### src/sv/sse_pkg.sv
`timescale 1ns / 1ps
// ----------------------------------------------------------------------------
// sse_pkg: shared constants and types of the shell sort engine
// Key, position and config widths and types used by front, back and top level.
// ----------------------------------------------------------------------------
package sse_pkg;
	localparam int MAX_ITEMS_DEF = 64;
	localparam int KEY_BITS_DEF = 32;
	localparam int IN_KEY_W = 32;
	localparam int OUT_KEY_W = 32;
	localparam int POS_W = 6;
	localparam int CFG_ADDR_W = 1;
	localparam int CFG_DATA_W = 32;
	localparam logic [CFG_ADDR_W-1:0] REG_SIGNED_KEYS = 1'b0;

	// request passed from front to back through the queue
	typedef struct packed {
		logic [IN_KEY_W-1:0] key;
		logic                last;
	} load_req_t;

	// one sorted result on the output channel
	typedef struct packed {
		logic [OUT_KEY_W-1:0] sorted_key;
		logic [POS_W-1:0]     source_position;
		logic                 last_result;
		logic                 overflowed;
	} sorted_res_t;
endpackage

### src/sv/sse_front.sv
`timescale 1ns / 1ps
// ----------------------------------------------------------------------------
// sse_front: input request queue
// Two-entry queue that takes load requests and feeds the sort back end.
// ----------------------------------------------------------------------------
module sse_front (
	input  logic                       clk,
	input  logic                       arst_n,
	input  logic                       in_valid,
	output logic                       in_ready,
	input  sse_pkg::load_req_t         in_req,
	output logic                       q_valid,
	input  logic                       q_ready,
	output sse_pkg::load_req_t         q_req
);
	import sse_pkg::*;

	load_req_t  mem_q [2];
	logic       wr_q, rd_q;
	logic [1:0] cnt_q;
	logic       push, pop;

	assign in_ready = (cnt_q != 2'd2);
	assign q_valid  = (cnt_q != 2'd0);
	assign push     = in_valid && in_ready;
	assign pop      = q_valid && q_ready;
	assign q_req    = mem_q[rd_q];

	always_ff @(posedge clk) begin
		if (push) mem_q[wr_q] <= in_req;
	end

	always_ff @(posedge clk or negedge arst_n) begin
		if (!arst_n) begin
			wr_q  <= 1'b0;
			rd_q  <= 1'b0;
			cnt_q <= 2'd0;
		end else begin
			if (push) wr_q <= ~wr_q;
			if (pop) rd_q <= ~rd_q;
			cnt_q <= cnt_q + {1'b0, push} - {1'b0, pop};
		end
	end

	a_cnt_range: assert property (@(posedge clk) disable iff (!arst_n) cnt_q != 2'd3)
		else $error("queue count out of range");
	a_no_pop_empty: assert property (@(posedge clk) disable iff (!arst_n)
		(cnt_q == 2'd0) |-> !pop) else $error("pop from empty queue");
	a_full_hold: assert property (@(posedge clk) disable iff (!arst_n)
		(cnt_q == 2'd2 && !pop) |=> cnt_q == 2'd2) else $error("full queue lost entry");
endmodule

### config.mk
export PLATFORM = sky130hd
export DESIGN_NAME = sse_front
export DESIGN_NICKNAME = d
export VERILOG_FILES = /design/src/sv/sse_pkg.sv /design/src/sv/sse_front.sv
export SDC_FILE = /design/constraint.sdc
export NUM_CORES = 1
export LEC_CHECK = 0
export ABC_AREA = 1
export BUFFER_PORTS_ARGS = -buffer_cell sky130_fd_sc_hd__buf_2
export CORE_MARGIN = 2
export CORE_UTILIZATION = 50
export CTS_CLUSTER_DIAMETER = 120
export CTS_CLUSTER_SIZE = 10
export DETAILED_ROUTE_END_ITERATION = 6
export PLACE_DENSITY = 0.75
export SLEW_MARGIN = 0
export SYNTH_ARGS = -nofsm -noshare
export SYNTH_HDL_FRONTEND = slang
export SYNTH_SLANG_ARGS = --single-unit
### constraint.sdc
create_clock -name clk -period 5.8 [get_ports clk]
set_input_delay 0.87 -clock clk [delete_from_list [all_inputs] [get_ports clk]]
set_output_delay 0.87 -clock clk [all_outputs]
set_load 0.05 [all_outputs]
### After elaboration in Yosys (flattened, before gate mapping)

Memory sizes are Yosys's and may differ from the RTL's.
Index checks and enable logic that the tools add are counted.

* order comparisons: 0
* divide/modulo/power cells: 0
* $add $sub $neg: 2
* shift operators: 0
* equality and inequality tests: 1
* bitwise logic cells: 2
* muxes and demuxes: 2
* multiply operators: 0
* reduce and logical (&&, ||, !) cells: 3

Operators by type and width (count)
* adder 2 x 1 -> 2 bit: 1
* logical AND 1 bit: 2
* 2-to-1 mux 1 bit: 2
* inequality test 2 bit, second input constant: 1
* inverter 1 bit: 2
* nonzero test 2 bit: 1
* subtractor 2 x 1 -> 2 bit: 1

* bits in latches: 0
* bits in registers: 4
* memory bits (writable): 66
* input bits: 37
* memories: 1
* word-level logic and storage cells: 14
* output and inout bits: 35
* bits in read-only memories: 0

Memories
* mem_q: words 2, width 33, read ports 1, clocked after memory_dff 0, wr ports 1, line sse_front.sv:18 `load_req_t mem_q [2];`

### Longest topological paths before layout

Gate-level depths: netlist of run 1.

* depth after elaboration: 4
* gate-level depth with buffers: 10
* depth with buffers taken out: 10

### Worst setup path before layout of run 1

No wires, ideal clock.

* path kind: input to register
* from: in in_valid
* to: mem mem_q[1][0] (netlist name), enable pin
* setup time: 0.423 ns
* path buffers: 0
* stages on the path: 2
* arrival: 2.377 ns
* setup slack: 3.000 ns
* data required time: 5.377 ns
* cell sequence: nand2_1 > nor2_1

* cells in the longest elaborated chain, start to end: 3

Ends and longest elaborated chain
* from (decl): line sse_front.sv:9 `input logic in_valid,`
* logical AND 1 bit: line sse_front.sv:25 `assign push = in_valid && in_ready;`
* 2-to-1 mux 1 bit: line sse_front.sv:30 `if (push) mem_q[wr_q] <= in_req;`
* 2-to-1 mux 1 bit (implied by the code): line sse_front.sv:30
* to (decl): line sse_front.sv:18

No other way between the ends.

==> results of run 1 <==
==> synth_stat cells, drive strengths merged <==
| cell type | number |
|---|---|
| buf | 7 |
| dfrtp | 4 |
| edfxtp | 66 |
| ha | 2 |
| inv | 9 |
| nand2 | 112 |
| nand3 | 3 |
| nor2 | 1 |
==> through the flow <==
stage                     setup WS [ps]  hold WS, ps  utilization (%)
after CTS                          2660          322             63.2
after global placement             3040          457             59.7
after global routing               2510          324             63.2
after detailed placement           3040          466             59.7
after floorplan                    3000          442                -
final                              2720          338             63.2
==> area by class of cell <==
class                   count  area share, %
well taps                  70           2.69
repair buffers             72           11.2
clock inverters             6           1.62
flip-flops and latches     70           64.0
clock buffers              10           3.93
inverters                   9           1.27
multi-input cells         118           15.3
==> logic make-up (layout without fill, tap and decap cells) <==
| logic type | count (synthesis) | count (layout) |
|---|---|---|
| and+or+nand+nor | 116 | 116 |
| buffers and inverters | 16 | 97 |
| DFF | 70 | 70 |
| adders and majority gates | 2 | 2 |
==> flip-flops by register name, summed over array words and instances, names as in the netlist <==
| name | count |
|---|---|
| wr_q | 1 |
| rd_q | 1 |
| mem_q | 66 |
| cnt_q | 2 |
==> critical path, cell delays in order (launching register included) <==
cell and delay [ps]:
dfrtp_1 1200, inv_8 250, nand2_1 140, nand2_1 70, buf_2 210
==> per-layer routing <==
metal	wire, µm	part of all wire, %	vias to the layer above
met5	0	0	-
met4	92	2.1	0
met3	270	6.2	9
met2	2110	48	62
met1	1880	43	740
li1	-	-	828
==> worst min path at each step <==
stage               slack, ps  cells past startpoint       end    from
floorplan                 440                      2      wr_q    wr_q
global placement          460                      2      wr_q    wr_q
detailed placement        470                      2      wr_q    wr_q
CTS                       320                      1      rd_q  arst_n
global route              320                      1  cnt_q[1]  arst_n
finish                    340                      1  cnt_q[1]  arst_n
==> results.txt, run 1 <==
Final Skew = 3.19 ps
Synth Area in Compound Gates = 0%
Synth-to-Final Area Change = 20.9%
Clk buf depth = 2
Fillers = 419
Syn. warnings = 0
Netlist cell types = 12
# rows = 26
Max-slew headroom = 14.4%
Avg Inst Size Synth = 13.2 µm²
Unrepaired setup endpoints after global routing = false
Worst-Skew Late Latency = 330 ps
Die Y = 77.3 µm
CTS Root Cell = clkbuf_8
Routed vias = 1639
Pin count of the biggest net entering global routing = 36
Post-CTS setup buffers = 0
Post-Synth Simple-Gate Area = 17.3%
Most frequent cells in the layout = nand2_1 (102), buf_2 (71), edfxtp_1 (66)
Max frequency = 324 MHz
Synthesized area = 2690 µm²
Largest cells by area after synthesis = edfxtp_1 (74%), nand2_1 (14%), dfrtp_1 (3.7%), nand2_2 (2.3%), buf_6 (1.7%)
Die Area = 5980 µm²
FF/Latch Area = 2080 µm²
CP arrival = 2210 ps
Met1 Usage GRT = 20.0%
Post-synthesis adder-cell area fraction = 0.931%
WL/cell = 12.3 µm
Fin. Hold Viols = 0
Hold Crit Class = in -> async
Core ar. = 5140 µm²
Initial antenna violation count = 0
Ant. Diodes = 0
Fin cells = 355
Post-DP HPWL = 2.76 mm
Worst R2R End = rd_q
Die width = 77.3 µm
Placed Cells = 339
I/O pin total = 72
Cells on worst reg2reg path = 3
Final setup viols = 0
CP startpoint = rd_q
Crit path max fanout = 35
Finished Cell Area = 3250 µm²
Leading cell type in the layout, fill and taps excluded = nand2_1
Clock-pin slew on the worst setup and hold paths = 70 ps
CTS tree = done
Drt drc = 0
Grt total ovfl = 0
Largest family of logic cells by synthesized area = simple AND/OR/NAND/NOR gates
First-pass GRT wire length = 7.01 mm
Final GP Congestion = 0.676
Crit path time final = 3080 ps
Worst Path Required = 4930 ps
Number of synthesized register bits = 70
Total CTS buffers = 9
Kind of critical path = reg -> out
Max Cap Viol = 0
M2 GR Usage = 24.4%
Crit path to = q_req[19]
R2R Setup Slk = 3990 ps
Final wirelength = 4.36 mm
Layout cells sized above 1 = 34.0%
IO Port Bufs = 71
Synth top area share = 73.7%
Post-CTS Hold Buffers = 0
Nets@finish = 319
Drt first pass iters = 4
Multi-input logic area = 497 µm²
Post-synthesis mux area share = 0%
Starting Density = 52.3%
Post-synthesis xor/xnor area fraction = 0%
GR Util met3 = 4.71%
Sink Count = 70
First DRT Iteration DRCs = 94
Post-synth net total = 243
CP Launch Type = flip-flop
Post-CTS sizing = 0
Worst r2r src = rd_q
CTS HTree Levels = 3
Placed cell area = 3070 µm²
Cell type with the largest total area after synthesis = edfxtp_1
Setup TNS = 0 ps
Least-Margin Pin Slew = 1280 ps
Final ANT Viol Nets = 0
Fin. max-slew vios = 0
CP Capture Type = output port
Synthesized instance count = 204
Outcome = finished, final reports clean
Final worst path period share = 53.2%
GRT busiest layer = met2
Vias in the first global route = 1559
All-Layer GR Usage = 15.8%
Via density = 4.62
Seq/Total Area, Yosys = 77.5%
Power of run 1 is left out: the tool's default activity adds up to more than one toggle a clock period on the data nets, which glitch-free logic cannot reach.
==> inputs of run 2 (changes only) <==
--- a/config.mk
+++ b/config.mk
@@ -5,14 +5,14 @@
 export SDC_FILE = /design/constraint.sdc
 export NUM_CORES = 1
 export LEC_CHECK = 0
-export ABC_AREA = 1
+export ABC_AREA = 0
 export BUFFER_PORTS_ARGS = -buffer_cell sky130_fd_sc_hd__buf_2
 export CORE_MARGIN = 2
-export CORE_UTILIZATION = 50
+export CORE_UTILIZATION = 47
 export CTS_CLUSTER_DIAMETER = 120
 export CTS_CLUSTER_SIZE = 10
 export DETAILED_ROUTE_END_ITERATION = 6
-export PLACE_DENSITY = 0.75
+export PLACE_DENSITY = 0.74
 export SLEW_MARGIN = 0
 export SYNTH_ARGS = -nofsm -noshare
 export SYNTH_HDL_FRONTEND = slang
==> constraint.sdc (replaced) <==
create_clock -name clk -period 2.7 [get_ports clk]
set_input_delay 0.405 -clock clk [delete_from_list [all_inputs] [get_ports clk]]
set_output_delay 0.405 -clock clk [all_outputs]
set_load 0.05 [all_outputs]
==> run 2 against run 1 <==
Compared with the run above:
- synthesized area is 0.70% higher
- first-iteration DRC count decreased by 3.2%
- largest cell class unchanged
- synthesized cell count decreased by 41%
==> results.txt, run 2 <==
Syn. warnings = 0 (unchanged)
CP Capture Type = output port (unchanged)
Crit path max fanout = 23 (was 35)
Most common cell in the synthesized netlist = edfxtp_1 (was nand2_1)
Drt first pass iters = 4 (unchanged)
Nets@finish = 241 (was 319)
Fin. max-slew vios = 0 (unchanged)
CTS tree = done (unchanged)
Grt total ovfl = 0 (unchanged)
Drt drc = 0 (unchanged)
Clk buf depth = 2 (unchanged)
CTS Root Cell = clkbuf_8 (unchanged)
Core ar. = 5540 µm² (was 5140 µm²)
Via density = 4.71 (was 4.62)
Fin util = 60.7% (was 63.2%)
Largest cells by area after synthesis = edfxtp_1 (73%), mux2_4 (16%), dfrtp_1 (3.7%), buf_6 (1.7%), mux2_2 (1.7%) (was edfxtp_1 (74%), nand2_1 (14%), dfrtp_1 (3.7%), nand2_2 (2.3%), buf_6 (1.7%))
WP buf/inv = 2 (unchanged)
I/O pin total = 72 (unchanged)
Finished Cell Area = 3360 µm² (was 3250 µm²)
Register share of total power = 38.2%
Synthesized instance count = 120 (was 204)
Die Y = 79.9 µm (was 77.3 µm)
Final Skew = 8.05 ps (was 3.19 ps)
Synth top area share = 73.2% (was 73.7%)
Worst-Skew Late Latency = 320 ps (was 330 ps)
Max-slew headroom = 52.3% (was 14.4%)
Vias in the first global route = 1391 (was 1559)
CP Launch Type = flip-flop (unchanged)
Placed Cells = 262 (was 339)
VDD IR max = 0.829 mV
Post-synth top flop = edfxtp_1 (unchanged)
Biggest register = mem_q (unchanged)
All-Layer GR Usage = 14.4% (was 15.8%)
IO Port Bufs = 71 (unchanged)
Worst Path Required = 2300 ps (was 4930 ps)
CP delay by family, top = flip-flops (unchanged)
Unrepaired setup endpoints after global routing = false (unchanged)
Top Registers = mem_q x66, cnt_q x2 (unchanged)
Post-CTS sizing = 0 (unchanged)
Pwr per Cell Area = 1290 nW/µm²
Number of synthesized register bits = 70 (unchanged)
Max Cap Viol = 0 (unchanged)
Commonest cells post-synth = edfxtp_1 (66), mux2_4 (29), buf_6 (4), dfrtp_1 (4), mux2_2 (4) (was nand2_1 (102), edfxtp_1 (66), nand2_2 (10))
Synth-to-Final Area Change = 24.2% (was 20.9%)
Worst-path cell chain = buf_12 -> mux2_4 -> buf_2 (was inv_8 -> nand2_1 -> nand2_1 -> buf_2)
Final setup viols = 0 (unchanged)
Psw = 1.76 mW
Kind of critical path = reg -> out (unchanged)
Cell Int Power = 2.56 mW
Routed vias = 1314 (was 1639)
Fin. Hold Viols = 0 (unchanged)
Leading cell type in the layout, fill and taps excluded = buf_2 (was nand2_1)
Die Area = 6380 µm² (was 5980 µm²)
Die width = 79.9 µm (was 77.3 µm)
CP max-delay cell = dfrtp_2 (was dfrtp_1)
Setup WS post-layout = 370 ps (was 2720 ps)
Outcome = finished, final reports clean (unchanged)
DP Worst Slack = 692 ps (was 3040 ps)
# rows = 27 (was 26)
Layout cells sized above 1 = 60.4% (was 34.0%)
Least-Margin Pin Slew = 716 ps (was 1280 ps)
Largest stage delay, worst path = 840 ps (was 1200 ps)
CP arrival = 1920 ps (was 2210 ps)
Final worst path period share = 86.3%
Setup TNS = 0 ps (unchanged)
Fin cells = 279 (was 355)
Gate power share = 43.4%
Clock-pin slew on the worst setup and hold paths = 70 ps (about the same)
Hold Crit Class = in -> reg (was in -> async)
Leak = 1.36 nW
Final Power = 4.32 mW
Initial antenna violation count = 0 (unchanged)
Sw frac = 40.8%
Fillers = 439 (was 419)
Ant. Diodes = 0 (unchanged)
Synthesized area = 2710 µm² (was 2690 µm²)
Post-synth net total = 159 (was 243)
Starting Density = 48.8% (was 52.3%)
Final hold slack = 261 ps (was 338 ps)
Number of synthesized flops with an enable pin = 66 (unchanged)
Final wirelength = 4.25 mm (was 4.36 mm)
Cell type with the largest total area after synthesis = edfxtp_1 (unchanged)
Post-synth ARST share = 5.71% (unchanged)
WL/cell = 15.2 µm (was 12.3 µm)
Clock Power Share = 18.3%
Max reg flops = 66 (unchanged)
Avg Inst Size Synth = 22.6 µm² (was 13.2 µm²)
Sink Count = 70 (unchanged)
First DRT Iteration DRCs = 91 (was 94)
First-pass GRT wire length = 6.73 mm (was 7.01 mm)
Placed cell area = 3160 µm² (was 3070 µm²)
Final GP Congestion = 0.670 (was 0.676)
Netlist cell types = 15 (was 12)
Max frequency = 429 MHz
Crit path time final = 2330 ps
Final ANT Viol Nets = 0 (unchanged)
CTS HTree Levels = 3 (unchanged)
Most frequent cells in the layout = buf_2 (71), edfxtp_1 (66), mux2_4 (29) (was nand2_1 (102), buf_2 (71), edfxtp_1 (66))
Total CTS buffers = 9 (unchanged)
Pin count of the biggest net entering global routing = 24 (was 36)
Seq/Total Area, Yosys = 76.9% (was 77.5%)
-- run 2: power by group through the flow --
stage,Sequential (mW),Combinational [mW],Clock (mW)
finish,1.65,1.88,0.793
global route,1.69,1.97,0.858
CTS,1.66,1.90,0.806
detailed placement,1.68,1.89,0
global placement,1.66,1.86,0
floorplan,1.57,1.64,0
-- run 2: what timing repair did --
action / CTS / global route
hold buffers: 1 / 0
hold endpoints to repair: 4 / 0
endpoints found under the setup margin: 0 / 0
setup buffers: 0 / 0
-- run 2: layout make-up --
class                   instances  area [µm²]  area share (%)
clock buffers                   9         124            3.68
clock inverters                 7        65.1            1.94
inverters                       1        3.75           0.112
multi-input cells              45         583            17.3
flip-flops and latches         70        2080            62.0
well taps                      72        90.1            2.68
repair buffers                 75         413            12.3
-- run 2: cell families after synthesis --
kind of cell / after synthesis / synth area share [%]
flops: 70 / 76.9
mux: 33 / 17.8
simple gates: 6 / 1.29
buf+inv: 5 / 1.80
xor+xnor: 4 / 1.29
fa+ha+maj: 2 / 0.924
-- run 2: routing by layer --
layer  vias up  share of wire [%]  global-route usage (%)
met5         -                  0                       0
met4         0                1.1                    6.61
met3         5                6.0                    4.75
met2        49                 51                    24.8
met1       631                 42                    16.3
li1        629                  -                       -
-- run 2: worst paths after layout --
kind	start	endpoint	slack, ps	cells past startpoint
max in group asynchronous	arst_n	rd_q	2160	2
min reg2reg	cnt_q[0]	cnt_q[0]	530	1
max reg2reg	cnt_q[1]	cnt_q[1]	980	7
min in group asynchronous	arst_n	cnt_q[1]	410	2
max	rd_q	q_req[19]	370	3
min	in_req[29]	mem_q[1][29]	260	1
-- run 2: worst register-to-register path: cells and delay by family (launching register included) --
kind	cells	cell delay, ps
flops	1	410
fa+ha+maj	2	460
xor+xnor	2	310
buf+inv	1	40
simple gates	2	420
Power figures use the tool's default switching activity.
